`src/rtl/scmd_pkg.sv`:
```
// scmd_pkg: shared types, codes and keyword tables of the serial command motor driver.
// Used by scmd_parse and serial_command_motor_driver; depends on nothing.
package scmd_pkg;

	localparam int LINE_CAPACITY = 256;
	localparam int MOTOR_COUNT   = 2;
	localparam int CFG_W         = 10;
	localparam int PULSE_W       = 11;
	localparam int KW_MAX_LEN    = 5;

	// configuration register indexes
	localparam logic [1:0] CFG_STEP_SIZE   = 2'd0;
	localparam logic [1:0] CFG_DUTY_LIMIT  = 2'd1;
	localparam logic [1:0] CFG_CRUISE_DUTY = 2'd2;

	localparam logic [CFG_W-1:0] STEP_SIZE_RST   = 10'd50;
	localparam logic [CFG_W-1:0] DUTY_LIMIT_RST  = 10'd950;
	localparam logic [CFG_W-1:0] CRUISE_DUTY_RST = 10'd500;

	localparam logic [7:0] CH_NUL   = 8'h00;
	localparam logic [7:0] CH_NL    = 8'h0A;
	localparam logic [7:0] CH_CR    = 8'h0D;
	localparam logic [7:0] CH_SPACE = 8'h20;
	localparam logic [7:0] CH_ONE   = 8'h31;

	// keyword indexes
	localparam logic [2:0] KW_ON    = 3'd0;
	localparam logic [2:0] KW_OFF   = 3'd1;
	localparam logic [2:0] KW_UP    = 3'd2;
	localparam logic [2:0] KW_DOWN  = 3'd3;
	localparam logic [2:0] KW_STOP  = 3'd4;
	localparam logic [2:0] KW_START = 3'd5;
	localparam logic [2:0] KW_LEFT  = 3'd6;
	localparam logic [2:0] KW_RIGHT = 3'd7;

	// pin pairs, bit 0 = sig1, bit 1 = sig2
	localparam logic [1:0] PINS_BRAKE = 2'b00;
	localparam logic [1:0] PINS_COAST = 2'b11;
	localparam logic [1:0] PINS_FWD   = 2'b01;
	localparam logic [1:0] PINS_REV   = 2'b10;

	typedef enum logic [1:0] {
		PH_BEFORE,
		PH_FIRST,
		PH_AFTER,
		PH_ID
	} phase_t;

	typedef enum logic [3:0] {
		CMD_NONE  = 4'd0,
		CMD_ON    = 4'd1,
		CMD_OFF   = 4'd2,
		CMD_UP    = 4'd3,
		CMD_DOWN  = 4'd4,
		CMD_STOP  = 4'd5,
		CMD_START = 4'd6,
		CMD_LEFT  = 4'd7,
		CMD_RIGHT = 4'd8
	} cmd_t;

	typedef struct packed {
		logic       text_ended;
		logic [7:0] id_char;
		logic       too_long;
		logic [2:0] kw_pos;
		logic [7:0] kw_live;
		phase_t     phase;
	} parse_t;

	localparam parse_t PARSE_CLEAR = '{
		text_ended: 1'b0,
		id_char:    8'h00,
		too_long:   1'b0,
		kw_pos:     3'd0,
		kw_live:    8'hFF,
		phase:      PH_BEFORE
	};

	// keyword text, first character in the top byte, zero padded
	function automatic logic [39:0] kw_text(input logic [2:0] k);
		case (k)
			KW_ON:    return {"on", 24'h0};
			KW_OFF:   return {"off", 16'h0};
			KW_UP:    return {"up", 24'h0};
			KW_DOWN:  return {"down", 8'h0};
			KW_STOP:  return {"stop", 8'h0};
			KW_START: return "start";
			KW_LEFT:  return {"left", 8'h0};
			KW_RIGHT: return "right";
			default:  return 40'h0;
		endcase
	endfunction

	function automatic logic [2:0] kw_len(input logic [2:0] k);
		case (k)
			KW_ON, KW_UP:                return 3'd2;
			KW_OFF:                      return 3'd3;
			KW_DOWN, KW_STOP, KW_LEFT:   return 3'd4;
			KW_START, KW_RIGHT:          return 3'd5;
			default:                     return 3'd0;
		endcase
	endfunction

	function automatic logic [7:0] kw_char(input logic [2:0] k, input logic [2:0] pos);
		logic [39:0] txt;
		txt = kw_text(k);
		case (pos)
			3'd0:    return txt[39:32];
			3'd1:    return txt[31:24];
			3'd2:    return txt[23:16];
			3'd3:    return txt[15:8];
			3'd4:    return txt[7:0];
			default: return 8'h00;
		endcase
	endfunction

	function automatic logic word_is(input parse_t ps, input logic [2:0] k);
		return !ps.too_long && ps.kw_live[k] && (ps.kw_pos == kw_len(k));
	endfunction

endpackage

```
`src/rtl/scmd_parse.sv`:
```
// scmd_parse: token tracker, next parse state for one line byte.
// Depends on scmd_pkg (parse_t, keyword tables, character codes).
module scmd_parse (
	input  scmd_pkg::parse_t base,
	input  logic [7:0]       rx_byte,
	output scmd_pkg::parse_t nxt
);

	always_comb begin
		nxt = base;
		if (!base.text_ended) begin
			if (rx_byte == scmd_pkg::CH_NUL) begin
				nxt.text_ended = 1'b1;
			end else if (rx_byte == scmd_pkg::CH_SPACE) begin
				if (base.phase == scmd_pkg::PH_FIRST)
					nxt.phase = scmd_pkg::PH_AFTER;
			end else begin
				case (base.phase)
					scmd_pkg::PH_BEFORE, scmd_pkg::PH_FIRST: begin
						nxt.phase = scmd_pkg::PH_FIRST;
						if (base.kw_pos >= 3'(scmd_pkg::KW_MAX_LEN)) begin
							nxt.too_long = 1'b1;
						end else begin
							for (int k = 0; k < 8; k++) begin
								if (base.kw_pos >= scmd_pkg::kw_len(3'(k)) ||
										scmd_pkg::kw_char(3'(k), base.kw_pos) != rx_byte)
									nxt.kw_live[k] = 1'b0;
							end
							nxt.kw_pos = base.kw_pos + 3'd1;
						end
					end
					scmd_pkg::PH_AFTER: begin
						nxt.phase   = scmd_pkg::PH_ID;
						nxt.id_char = rx_byte;
					end
					default: ;
				endcase
			end
		end
	end

endmodule

```
`src/rtl/serial_command_motor_driver.sv`:
```
// serial_command_motor_driver: serial command line parser and two-motor pin/duty driver.
// Depends on scmd_pkg and scmd_parse.
// One received byte is taken per clock while in_stall is low; its result beat is registered into the
// output register, or into the second buffer entry while the output is held. Each byte goes through
// the token tracker and, on newline, the command executor with its saturating pulse add, all
// between the byte and the result register. A two-entry output buffer lets one more byte in
// while a result is held up; in_stall rises only when both entries are full. Nothing needs
// clearing after reset, and configuration writes take effect on the next byte.
module serial_command_motor_driver #(
	parameter int LINE_CAPACITY = scmd_pkg::LINE_CAPACITY
) (
	input  logic       clk,
	input  logic       arst_n,
	input  logic       cfg_we,
	input  logic [1:0] cfg_index,
	input  logic [9:0] cfg_data,
	input  logic       in_valid,
	output logic       in_stall,
	input  logic [7:0] rx_byte,
	output logic       out_valid,
	input  logic       out_stall,
	output logic       motor_a_sig1,
	output logic       motor_a_sig2,
	output logic       motor_b_sig1,
	output logic       motor_b_sig2,
	output logic [9:0] motor_a_duty,
	output logic [9:0] motor_b_duty,
	output logic [3:0] command_code
);

	localparam int MC    = scmd_pkg::MOTOR_COUNT;
	localparam int PW    = scmd_pkg::PULSE_W;
	localparam int LEN_W = $clog2(LINE_CAPACITY);
	localparam logic [LEN_W-1:0] LEN_LAST = LEN_W'(LINE_CAPACITY - 1);

	typedef struct packed {
		logic [3:0]     pins;
		logic [9:0]     duty_a;
		logic [9:0]     duty_b;
		scmd_pkg::cmd_t code;
	} res_t;

	function automatic logic signed [PW-1:0] clamp_pulse(input logic signed [PW:0] p,
			input logic [9:0] lim);
		logic signed [PW:0] l;
		logic signed [PW:0] r;
		l = $signed({2'b00, lim});
		if (p > l)
			r = l;
		else if (p < -l)
			r = -l;
		else
			r = p;
		return r[PW-1:0];
	endfunction

	function automatic logic [9:0] mag(input logic signed [PW-1:0] p);
		logic [PW-1:0] a;
		a = p[PW-1] ? PW'(-p) : PW'(p);
		return a[9:0];
	endfunction

	logic [9:0]              step_q, limit_q, cruise_q;
	logic [LEN_W-1:0]        line_len_q;
	scmd_pkg::parse_t        parse_q, saved_q, parse_base, parse_nxt;
	logic signed [PW-1:0]    pulse_q [MC];
	logic signed [PW-1:0]    pulse_nxt [MC];
	logic [3:0]              pins_q, pins_nxt;
	res_t                    out_q, skid_q, res_new;
	logic                    out_valid_q, skid_valid_q;

	logic                    acc, take, is_nl, is_cr, room;
	scmd_pkg::cmd_t          code;
	logic [MC-1:0]           upd, pset;
	logic [1:0]              pmode [MC];
	logic signed [PW:0]      tgt [MC];
	logic signed [PW:0]      step12, cr12;

	assign acc   = in_valid && !in_stall;
	assign take  = out_valid_q && !out_stall;
	assign is_nl = (rx_byte == scmd_pkg::CH_NL);
	assign is_cr = (rx_byte == scmd_pkg::CH_CR);
	assign room  = (line_len_q < LEN_LAST);

	// a full line rebuilds from the state before its last byte, which is then replaced
	assign parse_base = room ? parse_q : saved_q;

	scmd_parse u_parse (
		.base    (parse_base),
		.rx_byte (rx_byte),
		.nxt     (parse_nxt)
	);

	assign step12 = $signed({2'b00, step_q});
	assign cr12   = $signed({2'b00, cruise_q});

	// command executor, acts on the parse state of the line that newline closes
	always_comb begin
		code = scmd_pkg::CMD_NONE;
		for (int i = 0; i < MC; i++) begin
			upd[i]   = 1'b0;
			pset[i]  = 1'b0;
			pmode[i] = scmd_pkg::PINS_BRAKE;
			tgt[i]   = '0;
		end
		if (is_nl) begin
			if (parse_q.phase == scmd_pkg::PH_ID) begin
				for (int i = 0; i < MC; i++) begin
					if (parse_q.id_char == scmd_pkg::CH_ONE + 8'(i)) begin
						if (scmd_pkg::word_is(parse_q, scmd_pkg::KW_ON)) begin
							pset[i]  = 1'b1;
							pmode[i] = scmd_pkg::PINS_COAST;
							code     = scmd_pkg::CMD_ON;
						end else if (scmd_pkg::word_is(parse_q, scmd_pkg::KW_OFF)) begin
							pset[i]  = 1'b1;
							pmode[i] = scmd_pkg::PINS_BRAKE;
							code     = scmd_pkg::CMD_OFF;
						end else if (scmd_pkg::word_is(parse_q, scmd_pkg::KW_UP)) begin
							upd[i] = 1'b1;
							tgt[i] = $signed({pulse_q[i][PW-1], pulse_q[i]}) + step12;
							code   = scmd_pkg::CMD_UP;
						end else if (scmd_pkg::word_is(parse_q, scmd_pkg::KW_DOWN)) begin
							upd[i] = 1'b1;
							tgt[i] = $signed({pulse_q[i][PW-1], pulse_q[i]}) - step12;
							code   = scmd_pkg::CMD_DOWN;
						end
					end
				end
			end else if (parse_q.phase == scmd_pkg::PH_FIRST ||
					parse_q.phase == scmd_pkg::PH_AFTER) begin
				if (scmd_pkg::word_is(parse_q, scmd_pkg::KW_STOP)) begin
					pset     = '1;
					pmode[0] = scmd_pkg::PINS_COAST;
					pmode[1] = scmd_pkg::PINS_COAST;
					code     = scmd_pkg::CMD_STOP;
				end else if (scmd_pkg::word_is(parse_q, scmd_pkg::KW_START)) begin
					upd    = '1;
					tgt[0] = cr12;
					tgt[1] = cr12;
					code   = scmd_pkg::CMD_START;
				end else if (scmd_pkg::word_is(parse_q, scmd_pkg::KW_LEFT)) begin
					upd    = '1;
					tgt[0] = -cr12;
					tgt[1] = cr12;
					code   = scmd_pkg::CMD_LEFT;
				end else if (scmd_pkg::word_is(parse_q, scmd_pkg::KW_RIGHT)) begin
					upd    = '1;
					tgt[0] = cr12;
					tgt[1] = -cr12;
					code   = scmd_pkg::CMD_RIGHT;
				end
			end
		end
	end

	always_comb begin
		for (int i = 0; i < MC; i++) begin
			pulse_nxt[i] = upd[i] ? clamp_pulse(tgt[i], limit_q) : pulse_q[i];
			if (upd[i])
				pins_nxt[2*i +: 2] = (pulse_nxt[i] > 0) ? scmd_pkg::PINS_FWD : scmd_pkg::PINS_REV;
			else if (pset[i])
				pins_nxt[2*i +: 2] = pmode[i];
			else
				pins_nxt[2*i +: 2] = pins_q[2*i +: 2];
		end
	end

	assign res_new = '{
		pins:   pins_nxt,
		duty_a: mag(pulse_nxt[0]),
		duty_b: mag(pulse_nxt[1]),
		code:   code
	};

	always_ff @(posedge clk or negedge arst_n) begin
		if (!arst_n) begin
			step_q   <= scmd_pkg::STEP_SIZE_RST;
			limit_q  <= scmd_pkg::DUTY_LIMIT_RST;
			cruise_q <= scmd_pkg::CRUISE_DUTY_RST;
		end else if (cfg_we) begin
			case (cfg_index)
				scmd_pkg::CFG_STEP_SIZE:   step_q   <= cfg_data;
				scmd_pkg::CFG_DUTY_LIMIT:  limit_q  <= cfg_data;
				scmd_pkg::CFG_CRUISE_DUTY: cruise_q <= cfg_data;
				default: ;
			endcase
		end
	end

	always_ff @(posedge clk or negedge arst_n) begin
		if (!arst_n) begin
			line_len_q <= '0;
			parse_q    <= scmd_pkg::PARSE_CLEAR;
			saved_q    <= scmd_pkg::parse_t'('0);
			pins_q     <= '0;
			for (int i = 0; i < MC; i++)
				pulse_q[i] <= '0;
		end else if (acc) begin
			pins_q <= pins_nxt;
			for (int i = 0; i < MC; i++)
				pulse_q[i] <= pulse_nxt[i];
			if (is_nl) begin
				line_len_q <= '0;
				parse_q    <= scmd_pkg::PARSE_CLEAR;
				saved_q    <= scmd_pkg::parse_t'('0);
			end else if (!is_cr) begin
				if (room) begin
					saved_q    <= parse_q;
					line_len_q <= line_len_q + 1'b1;
				end
				parse_q <= parse_nxt;
			end
		end
	end

	// two-entry result buffer
	always_ff @(posedge clk or negedge arst_n) begin
		if (!arst_n) begin
			out_valid_q  <= 1'b0;
			skid_valid_q <= 1'b0;
		end else if (acc) begin
			if (!out_valid_q || take)
				out_valid_q <= 1'b1;
			else
				skid_valid_q <= 1'b1;
		end else if (take) begin
			if (skid_valid_q)
				skid_valid_q <= 1'b0;
			else
				out_valid_q <= 1'b0;
		end
	end

	always_ff @(posedge clk) begin
		if (acc) begin
			if (!out_valid_q || take)
				out_q <= res_new;
			else
				skid_q <= res_new;
		end else if (take && skid_valid_q) begin
			out_q <= skid_q;
		end
	end

	assign in_stall     = skid_valid_q;
	assign out_valid    = out_valid_q;
	assign motor_a_sig1 = out_q.pins[0];
	assign motor_a_sig2 = out_q.pins[1];
	assign motor_b_sig1 = out_q.pins[2];
	assign motor_b_sig2 = out_q.pins[3];
	assign motor_a_duty = out_q.duty_a;
	assign motor_b_duty = out_q.duty_b;
	assign command_code = out_q.code;

	a_skid_behind_out: assert property (@(posedge clk) disable iff (!arst_n)
		skid_valid_q |-> out_valid_q)
		else $error("result buffer second entry held without first");

	a_line_len: assert property (@(posedge clk) disable iff (!arst_n)
		line_len_q <= LEN_LAST)
		else $error("line length past capacity");

	a_newline_clears: assert property (@(posedge clk) disable iff (!arst_n)
		(acc && is_nl) |=> (line_len_q == '0 && parse_q == scmd_pkg::PARSE_CLEAR))
		else $error("newline did not clear the line");

	a_pulse_range: assert property (@(posedge clk) disable iff (!arst_n)
		pulse_q[0] != $signed(11'h400) && pulse_q[1] != $signed(11'h400))
		else $error("pulse outside saturation range");

	a_kw_pos: assert property (@(posedge clk) disable iff (!arst_n)
		parse_q.kw_pos <= 3'(scmd_pkg::KW_MAX_LEN))
		else $error("keyword position past longest keyword");

endmodule
```
`config.mk`:
```
export PLATFORM = sky130hd
export DESIGN_NAME = serial_command_motor_driver
export DESIGN_NICKNAME = d
export VERILOG_FILES = /design/src/rtl/scmd_pkg.sv /design/src/rtl/scmd_parse.sv /design/src/rtl/serial_command_motor_driver.sv
export SDC_FILE = /design/constraint.sdc
export NUM_CORES = 1
export LEC_CHECK = 0
export BUFFER_PORTS_ARGS = -buffer_cell sky130_fd_sc_hd__buf_2
export CORE_UTILIZATION = 55
export DETAILED_ROUTE_END_ITERATION = 6
export PLACE_DENSITY = 0.77
export SYNTH_ARGS = -nofsm -noshare
export SYNTH_HDL_FRONTEND = slang
export SYNTH_SLANG_ARGS = --single-unit
```
`constraint.sdc`:
```
create_clock -name clk -period 6.1 [get_ports clk]
set_input_delay 0.61 -clock clk [delete_from_list [all_inputs] [get_ports clk]]
set_output_delay 0.61 -clock clk [all_outputs]
set_load 0.05 [all_outputs]
```
==> impl_metrics.tcl, run 1 <==
set metrics [dict create \
    cpPeakStageDelay_ns 0.55 \
    synth_ff_type "dfrtp_1" \
    clock.fmax_mhz 164 \
    dp_hpwl_mm 36.2 \
    cap_violations 0 \
    placed_cells 1986 \
    ant_nets 0 \
    remaining_drc_errors 0 \
    syn_area_per_cell_um2 8.65 \
    cp_max_fo 4 \
    final_area_um2 15800 \
    ys_seq_elements 168 \
    nFillCells 2076 \
    start_util 0.560 \
    clkTransAtPathRegs_ns 0.08 \
    fp.coreArea_um2 24300 \
    hold_slack_ns 0.280 \
    ios 55 \
    ir_drop_mv 0.366 \
    clock-sinks 168 \
    antenna_found_initial 0 \
    netlist_instances 1574 \
    grt_pass1_wl_mm 74.0 \
    clockBufferDepth 2 \
    diodes 0 \
    post_dp_cell_area_um2 14900 \
    h-tree-depth 4 \
    numPortBuffers 54 \
    finalHoldViolCount 0 \
    cp.required_ns 6.40 \
    slew_violations 0 \
    vias 13432 \
    cpMostUsedCell "a221o_1" \
    crit_family "compound AO/OA/AOI/OAI gates" \
    rows 57 \
    outcome "finished, final reports clean" \
    die_area_um2 25400 \
    r2r_start "step_q[1]" \
    cp_num_buf_inv 3 \
    criticalPathCategory "flop to flop" \
    ys_warn_count 0 \
    min_period_ns 6.08 \
    grt_max_degree 62 \
    drive_gt1_frac 0.223 \
    clockRootBuffer "clkbuf_16" \
    layout.cells.non_filler 2025 \
    power_density_nw_per_um2 307 \
    setup_violations 0 \
    drt_iter0_drc 1411 \
    final_nets 1808 \
    hold_class "primary input to async pin" \
    grt.total_usage 0.379 \
    start_kind "flop" \
    relSlewSlack 0.302 \
    synth_edf_count 56 \
    yosysTopAreaCell "dfrtp_1" \
    setup_tns_ns 0 \
    min_period_over_period 0.997 \
    synthesis.area_um2 13600 \
    overflow 0 \
    crit_path_end_kind "flop" \
    routed_wl_mm 48.2 \
    cp_slowest_cell "dfstp_2" \
    async_reset_ff_frac 0.667 \
    netlist_top_cells_area "dfrtp_1 16%, edfxtp_1 12%, ha_1 8.4%" \
    synth_top_area_frac 0.162 \
    arrival_ns 6.38 \
    clock_latency_ns 0.45 \
    ff2ff_setup_slack_ns 0.02 \
    rsz0062_at_grt "yes" \
    synth_seq_area_share 0.332 \
    vias_per_cell 6.63 \
    die_x_um 159 \
    drt-pass1-iter-count 6 \
    synth.distinct_cells 101 \
    cts_made_buffers 17 \
    die_h_um 159 \
    leakage_uw 0.00673 \
    skew_ns 0.0232 \
    crit_start "step_q[1]" \
    area_growth_pct 16.3 \
    drt-wirelength-per-cell_um 23.8 \
    first_global_vias 12609 \
    cts_tree "built" \
    gp_congestion 1.02 \
    final_core_util 0.651 \
    worstMarginPinSlew_ns 1.04 \
    syn_nets 1694 \
]
## state kept, by name, indices dropped and copies added (netlist names), 4 cells and up
name          flops
parse_q          23
cruise_q         10
skid_q           28
pins_q            4
saved_q          23
motor_a_duty     10
pulse_q          22
line_len_q        8
limit_q          10
motor_b_duty     10
command_code      4
step_q           10
## power by group
part / internal (uW) / total (uW) / switching [uW]
combinational: 670 / 2010 / 1340
sequential: 1460 / 1680 / 219
clock: 569 / 1160 / 594
total: 2700 / 4860 / 2160
## final timing paths
path                                end  depth (start not counted)
min in group clk              step_q[4]                          3
setup reg to reg           motor_b_sig2                         25
hold / removal               saved_q[6]                          1
setup / recovery           motor_b_sig2                         25
hold reg to reg             saved_q[11]                          2
max in group asynchronous    pulse_q[2]                          2
## layout make-up
type,count,area [um2],area share
Sequential cell,168,4520,0.285
Inverter,64,240,0.0152
Multi-Input combinational cell,1248,8750,0.553
Clock inverter,15,211,0.0134
Timing Repair Buffer,189,1290,0.0812
Tap cell,324,405,0.0256
Clock buffer,17,425,0.0269
## per-stage QoR
step | worst slack [ns] | power, uW
after detailed placement | -0.101 | 3630
after CTS | 0.00214 | 4790
after global routing | -0.163 | 5080
final | 0.0178 | 4860
after global placement | 0.0747 | 3590
after floorplan | 0.112 | 3020
## cell usage in the layout, fill, tap and decap left out, types with 14 or more instances in the layout
| master | netlist | final |
|---|---|---|
| a21oi_1 | 83 | 77 |
| ha_1 | 91 | 84 |
| dfrtp_1 | 88 | 87 |
| and2_1 | 16 | 15 |
| o21a_1 | 14 | 14 |
| nand3_1 | 35 | 34 |
| a22o_1 | 22 | 22 |
| o211ai_1 | 21 | 21 |
| nand4_1 | 15 | 15 |
| nand2b_1 | 20 | 18 |
| inv_1 | 62 | 61 |
| mux2i_1 | 33 | 32 |
| nor2b_1 | 15 | 14 |
| a31oi_1 | 30 | 29 |
| and3_1 | 17 | 15 |
| a21o_1 | 34 | 34 |
| xnor2_1 | 34 | 34 |
| mux2_2 | 47 | 47 |
| o21ai_0 | 113 | 107 |
| nor3_1 | 50 | 48 |
| nand2_1 | 178 | 178 |
| buf_2 | 6 | 53 |
| edfxtp_1 | 56 | 56 |
| dfstp_2 | 24 | 24 |
| o31ai_1 | 18 | 16 |
| clkbuf_16 | 0 | 17 |
| buf_4 | 3 | 136 |
| nor2_1 | 127 | 125 |
## Yosys cell counts, types with 7 or more instances
cell type  number
a22oi_1        12
inv_1          62
nor2_1        127
xor2_1         12
o2111ai_1      10
dfrtp_1        88
and2_1         16
nor4_1         13
o31ai_1        18
buf_1           9
mux2_2         47
nor3_1         50
xnor2_1        34
a31oi_1        30
o211ai_1       21
mux2i_1        33
nand2b_1       20
clkbuf_1       75
dfstp_2        24
nand3_1        35
and3_1         17
o21ai_1         9
o21a_1         14
nor2b_1        15
a22o_1         22
a21oi_1        83
a21o_1         34
a211oi_1        9
edfxtp_1       56
a221oi_1       11
or2_2           7
o21ai_0       113
or3_1           7
ha_1           91
nor3b_1         8
nand2_1       178
nand4_1        15
## cells by family (layout without fill, tap and decap cells)
logic type	count (synthesis)	after routing	share of synthesized area
and+or+nand+nor	552	552	0.201
buffers and inverters	158	285	0.0455
DFF	168	168	0.332
muxes	81	81	0.0643
xor gates and xnor gates	46	46	0.0296
adders and majority gates	95	95	0.0895
AOI/OAI and AO/OA	474	474	0.238
## repair_timing
| item | in CTS | in global routing |
|---|---|---|
| endpoints found under the setup margin | 4 | 37 |
| gates cloned | 0 | 0 |
| hold buffers | 0 | 0 |
| setup buffers | 1 | 6 |
| pin swaps | 10 | 17 |
| gates resized for setup | 9 | 47 |
## metal layers
metal / up-vias / part of all wire / global-route usage
met1: 6491 / 0.41 / 0.491
met3: 169 / 0.072 / 0.0552
met5: - / 0 / 0
met4: 0 / 0.065 / 0.212
li1: 6088 / - / -
met2: 684 / 0.45 / 0.609
No activity file was read; power rests on OpenSTA's default activity.
==> run 2: changes to the inputs <==
--- a/config.mk
+++ b/config.mk
@@ -5,6 +5,7 @@
 export SDC_FILE = /design/constraint.sdc
 export NUM_CORES = 1
 export LEC_CHECK = 0
+export ABC_AREA = 1
 export BUFFER_PORTS_ARGS = -buffer_cell sky130_fd_sc_hd__buf_2
 export CORE_UTILIZATION = 55
 export DETAILED_ROUTE_END_ITERATION = 6
==> impl_metrics.tcl, run 2 <==
set metrics [dict create \
    outcome "finished, final reports clean" \
    top_regs "skid_q (28), parse_q (23), saved_q (23)" \
    setup_violations 0 \
    clockBufferDepth 2 \
    routed_wl_mm 44.2 \
    final_nets 2020 \
    skew_ns 0.0212 \
    cts.hold.buffers_added 0 \
    use_met1 0.457 \
    grt_pass1_wl_mm 68.7 \
    seqCellArea_um2 4510 \
    ir_drop_mv 0.233 \
    synth_top_area_frac 0.164 \
    busiest_layer "met2" \
    synth_edf_count 56 \
    clockRootBuffer "clkbuf_16" \
    cts_tree "built" \
    start_kind "flop" \
    numPortBuffers 54 \
    synthMostInstantiatedCell "nand2_1" \
    synthTopCellsByCount "478 x nand2_1, 228 x inv_1, 185 x o21ai_0" \
    grt_max_degree 70 \
    syn_area_per_cell_um2 7.22 \
    min_period_over_period 0.945 \
    die_area_um2 25000 \
    min_period_ns 5.76 \
    vias 13044 \
    hold_class "primary input to async pin" \
    finalHoldViolCount 0 \
    area_growth_pct 9.69 \
    r2r_end "motor_b_sig1" \
    fp.coreArea_um2 23700 \
    drive_gt1_frac 0.131 \
    ios 55 \
    criticalPathCategory "flop to flop" \
    leakage_uw 0.00735 \
    final_cell_mix "475 x nand2_1, 228 x inv_1, 185 x o21ai_0, 122 x nor2_1, 112 x nand3_1" \
    synthesis.area_um2 13400 \
    drt-wirelength-per-cell_um 19.8 \
    overflow 0 \
    start_util 0.566 \
    vias_per_cell 5.84 \
    power_density_nw_per_um2 351 \
    antenna_found_initial 0 \
    cts_made_buffers 17 \
    reg2regPathDepth 30 \
    first_global_vias 12325 \
    grt_use_met3 0.0422 \
    regMostFlops "skid_q" \
    synth_ff_type "dfrtp_1" \
    yosysTopAreaCell "dfrtp_1" \
    clock-sinks 168 \
    nFillCells 2161 \
    cap_violations 0 \
    h-tree-depth 4 \
    crit_family "compound AO/OA/AOI/OAI gates" \
    cpPeakStageDelay_ns 0.64 \
    multiInputGateArea_um2 7640 \
    critical_path.endpoint "motor_b_sig1" \
    cp.required_ns 6.29 \
    cp.depth 30 \
    relSlewSlack 0.338 \
    cp_slowest_cell "dfstp_2" \
    clock_latency_ns 0.45 \
    diodes 0 \
    dp_hpwl_mm 34.1 \
    r2r_start "step_q[1]" \
    layout.cells.most_common "nand2_1" \
    crit_start "step_q[1]" \
    netlist_instances 1858 \
    grt.total_usage 0.367 \
    clock.fmax_mhz 173 \
    rows 56 \
    cpMostUsedCell "nand2_1" \
    crit_path_end_kind "flop" \
    final_core_util 0.621 \
    syn_nets 1978 \
    clkTransAtPathRegs_ns 0.08 \
    die_x_um 158 \
    remaining_drc_errors 0 \
    ys_seq_elements 168 \
    drt_iter0_drc 1290 \
    ys_warn_count 0 \
    report.power.total_uw 5160 \
    synth.distinct_cells 69 \
    die_h_um 158 \
    use_met2 0.608 \
    netlist_top_cells_area "dfrtp_1 16%, nand2_1 13%, edfxtp_1 13%" \
    async_reset_ff_frac 0.667 \
    synth_seq_area_share 0.337 \
    arrival_ns 5.95 \
    ff2ff_setup_slack_ns 0.34 \
    drt-pass1-iter-count 7 \
    cp_max_fo 8 \
    worstMarginPinSlew_ns 0.991 \
    largest_reg_flops 28 \
    ant_nets 0 \
    slew_violations 0 \
    cp_num_buf_inv 2 \
    gp_congestion 1.02 \
]
run 2: changes by cell type after synthesis, sizes merged, moves of 16 or more:
cell    previous run  this run
nand2b            20         0
xnor2             34         1
nand2            180       490
o21ai            123       199
mux2              48         0
a22o              22         6
a21o              34         5
mux2i             33         2
and3              18         2
clkbuf            75        42
nand3             35       122
inv               64       252
run 2: timing repair:
action                     in CTS  in global routing
buffers inserted                0                  0
setup endpoints to repair       0                 34
gates resized for setup         0                  7
run 2: worst min-delay path by stage:
stage,to,slack [ns],from,cells after the start
floorplan,cruise_q[0],0.31,arst_n,0
global placement,saved_q[13],0.46,saved_q[13],2
detailed placement,saved_q[15],0.47,saved_q[15],2
CTS,line_len_q[4],0.23,arst_n,1
global route,cruise_q[3],0.26,arst_n,1
finish,line_len_q[4],0.20,arst_n,1
run 2: power breakdown:
part	total [uW]	switching (uW)	internal [uW]
clock	1170	573	599
sequential	1720	213	1510
combinational	2270	1640	629
run 2: metrics by stage:
| stage | area [um2] | hold WS [ns] | setup TNS (ns) | setup WS (ns) | instances |
|---|---|---|---|---|---|
| 3_5_place_dp | 14000 | 0.467 | 0 | 0.164 | 2200 |
| 4_1_cts | 14700 | 0.227 | 0 | 0.0931 | 2232 |
| 6_report | 14700 | 0.205 | 0 | 0.336 | 2232 |
| 2_1_floorplan | 13400 | 0.314 | 0 | 1.33 | 1858 |
| 5_1_grt | 14700 | 0.261 | -0.00158 | -0.00158 | 2232 |
| 3_3_place_gp | 14000 | 0.463 | 0 | 0.147 | 2200 |
run 2: cells by family (layout without fill, tap and decap cells):
kind of cell	count (synthesis)	in the layout	share of synthesized area
XOR/XNOR	28	28	0.0183
adder cells (fa/ha/maj)	95	95	0.0909
AND/OR/NAND/NOR	832	832	0.273
flip-flops	168	168	0.337
AO/OA/AOI/OAI	411	411	0.183
buffers and inverters	322	377	0.0965
multiplexers	2	2	0.00149
run 2: final cells by class:
type	count	share of cell area
repair buffers	89	0.0373
clock inverters	15	0.0140
well taps	319	0.0271
flip-flops and latches	168	0.307
clock buffers	17	0.0289
multi-input cells	1368	0.520
inverters	256	0.0660
run 2: layer usage:
metal  vias to the layer above  routed length [um]
li1                       6301                   -
met1                      6028               17600
met2                       575               20700
met3                       140                2970
met4                         0                2960
met5                         -                   0
==> run 3: changes to the inputs <==
--- a/config.mk
+++ b/config.mk
@@ -8,6 +8,7 @@
 export ABC_AREA = 1
 export BUFFER_PORTS_ARGS = -buffer_cell sky130_fd_sc_hd__buf_2
 export CORE_UTILIZATION = 55
+export CTS_BUF_LIST = sky130_fd_sc_hd__clkbuf_16
 export DETAILED_ROUTE_END_ITERATION = 6
 export PLACE_DENSITY = 0.77
 export SYNTH_ARGS = -nofsm -noshare
==> constraint.sdc (replaced) <==
create_clock -name clk -period 6.1 [get_ports clk]
set_input_delay 0.305 -clock clk [delete_from_list [all_inputs] [get_ports clk]]
set_output_delay 0.305 -clock clk [all_outputs]
set_load 0.05 [all_outputs]
==> impl_metrics.tcl, run 3 (synthesis gave the netlist of run 2 again) <==
set metrics [dict create \
    remaining_drc_errors 0 \
    die_h_um 158 \
    start_util 0.566 \
    rsz0062_at_grt "no" \
    outcome "finished, final reports clean" \
    report.power.total_uw 5100 \
    cp.required_ns 6.29 \
    criticalPathCategory "flop to flop" \
    hold_class "primary input to flop" \
    ir_drop_mv 0.252 \
    cts_tree "built" \
    layout.cells.most_common "nand2_1" \
    crit_start "step_q[1]" \
    use_met1 0.446 \
    grt_pass1_wl_mm 66.5 \
    finalHoldViolCount 0 \
    setup_tns_ns 0 \
    clockRootBuffer "clkbuf_16" \
    cp_slowest_cell "dfstp_2" \
    diodes 0 \
    top_regs "skid_q (28), parse_q (23), saved_q (23)" \
    area_growth_pct 9.36 \
    worstMarginPinSlew_ns 1.04 \
    ff2ff_setup_slack_ns 0.46 \
    largest_reg_flops 28 \
    clkTransAtPathRegs_ns 0.07 \
    routed_wl_mm 43.2 \
    cp_max_fo 8 \
    overflow 0 \
    crit_family "simple AND/OR/NAND/NOR gates" \
    cp_num_buf_inv 2 \
    intPower_uw 2710 \
    r2r_end "motor_b_sig1" \
    ant_nets 0 \
    min_to "limit_q[9]" \
    antenna_found_initial 0 \
    relSlewSlack 0.288 \
    cts_post_setup_buffers_inserted 0 \
    dp_hpwl_mm 32.9 \
    drt-wirelength-per-cell_um 19.4 \
    cap_violations 0 \
    p_seq_frac 0.335 \
    clock-sinks 168 \
    drive_gt1_frac 0.127 \
    arrival_ns 5.83 \
    r2r_start "step_q[1]" \
    clockBufferDepth 2 \
    use_met2 0.581 \
    final_nets 2017 \
    h-tree-depth 4 \
    die_x_um 158 \
    vias_per_cell 5.80 \
    min_period_over_period 0.924 \
    crit_path_end_kind "flop" \
    vias 12928 \
    grt.total_usage 0.354 \
    start_kind "flop" \
    hp-start "cfg_data[9]" \
    clkPwrFrac 0.229 \
    numPortBuffers 54 \
    leakage_uw 0.00734 \
    hold-path-cell-count 3 \
    cpMostUsedCell "nand2_1" \
    reg2regPathDepth 30 \
    first_global_vias 11986 \
    skew_ns 0.0194 \
    grt_max_degree 70 \
    fp.coreArea_um2 23700 \
    clock_latency_ns 0.44 \
    cts_made_buffers 17 \
    p_comb_frac 0.436 \
    netSwitchingFraction 0.468 \
    regMostFlops "skid_q" \
    drt-pass1-iter-count 6 \
    min_period_ns 5.64 \
    slew_violations 0 \
    cpPeakStageDelay_ns 0.64 \
    ios 55 \
    rows 56 \
    die_area_um2 25000 \
    power_density_nw_per_um2 348 \
    drt_iter0_drc 1252 \
    p_sw_uw 2380 \
    grt_use_met3 0.0446 \
    busiest_layer "met2" \
    setup_violations 0 \
    gp_congestion 1.04 \
    final_cell_mix "477 x nand2_1, 228 x inv_1, 184 x o21ai_0, 122 x nor2_1, 112 x nand3_1" \
    hold_slack_ns 0.146 \
    clock.fmax_mhz 177 \
]
-- run 3: worst max path at each step --
stage | slack [ns] | cells after the start | end
floorplan | 1.33 | 38 | motor_a_duty[8]
CTS | 0.14 | 30 | motor_b_sig1
global placement | 0.34 | 30 | motor_b_sig1
finish | 0.46 | 30 | motor_b_sig1
detailed placement | 0.19 | 30 | motor_b_sig1
global route | 0.02 | 32 | motor_a_sig2
-- run 3: layer usage --
layer,wire length (um),up-vias,share of wire
met3,3010,127,0.070
li1,-,6284,-
met5,0,-,0
met1,17600,5940,0.41
met4,2730,0,0.063
met2,19900,577,0.46
-- run 3: metrics by stage --
step           cell area (um2)  setup WS (ns)  instances  utilization
2_1_floorplan            13400           1.33       1858            -
3_3_place_gp             14000          0.344       2196        0.591
3_5_place_dp             14000          0.194       2196        0.591
4_1_cts                  14600          0.140       2229        0.618
5_1_grt                  14700         0.0210       2229        0.619
6_report                 14700          0.462       2229        0.619
-- run 3: layout make-up --
cell class              instances  area, um2
clock buffers                  17        425
clock inverters                15        196
fillers                      2247       9020
inverters                     256        971
multi-input cells            1368       7640
flip-flops and latches        168       4510
well taps                     319        399
repair buffers                 86        515
-- run 3: worst reg2reg max path: cells and delay by family, from the launching register on --
kind	cells	cell delay (ns)
flip-flops	1	0.64
buffers and inverters	2	0.25
XOR/XNOR	1	0.09
adder cells (fa/ha/maj)	3	0.90
AO/OA/AOI/OAI	8	1.66
AND/OR/NAND/NOR	16	1.87
-- run 3: power by group through the flow --
stage	Sequential (uW)	Clock, uW	Combinational, uW
floorplan	1920	0	1350
global placement	1710	0	2170
detailed placement	1720	0	2190
CTS	1700	1170	2200
global route	1740	1210	2460
finish	1710	1170	2220
-- run 3: timing repair --
item	4_1_cts	5_1_grt
hold endpoints to repair	29	0
gates resized for setup	0	6
setup endpoints to repair	0	32
hold buffers	1	0
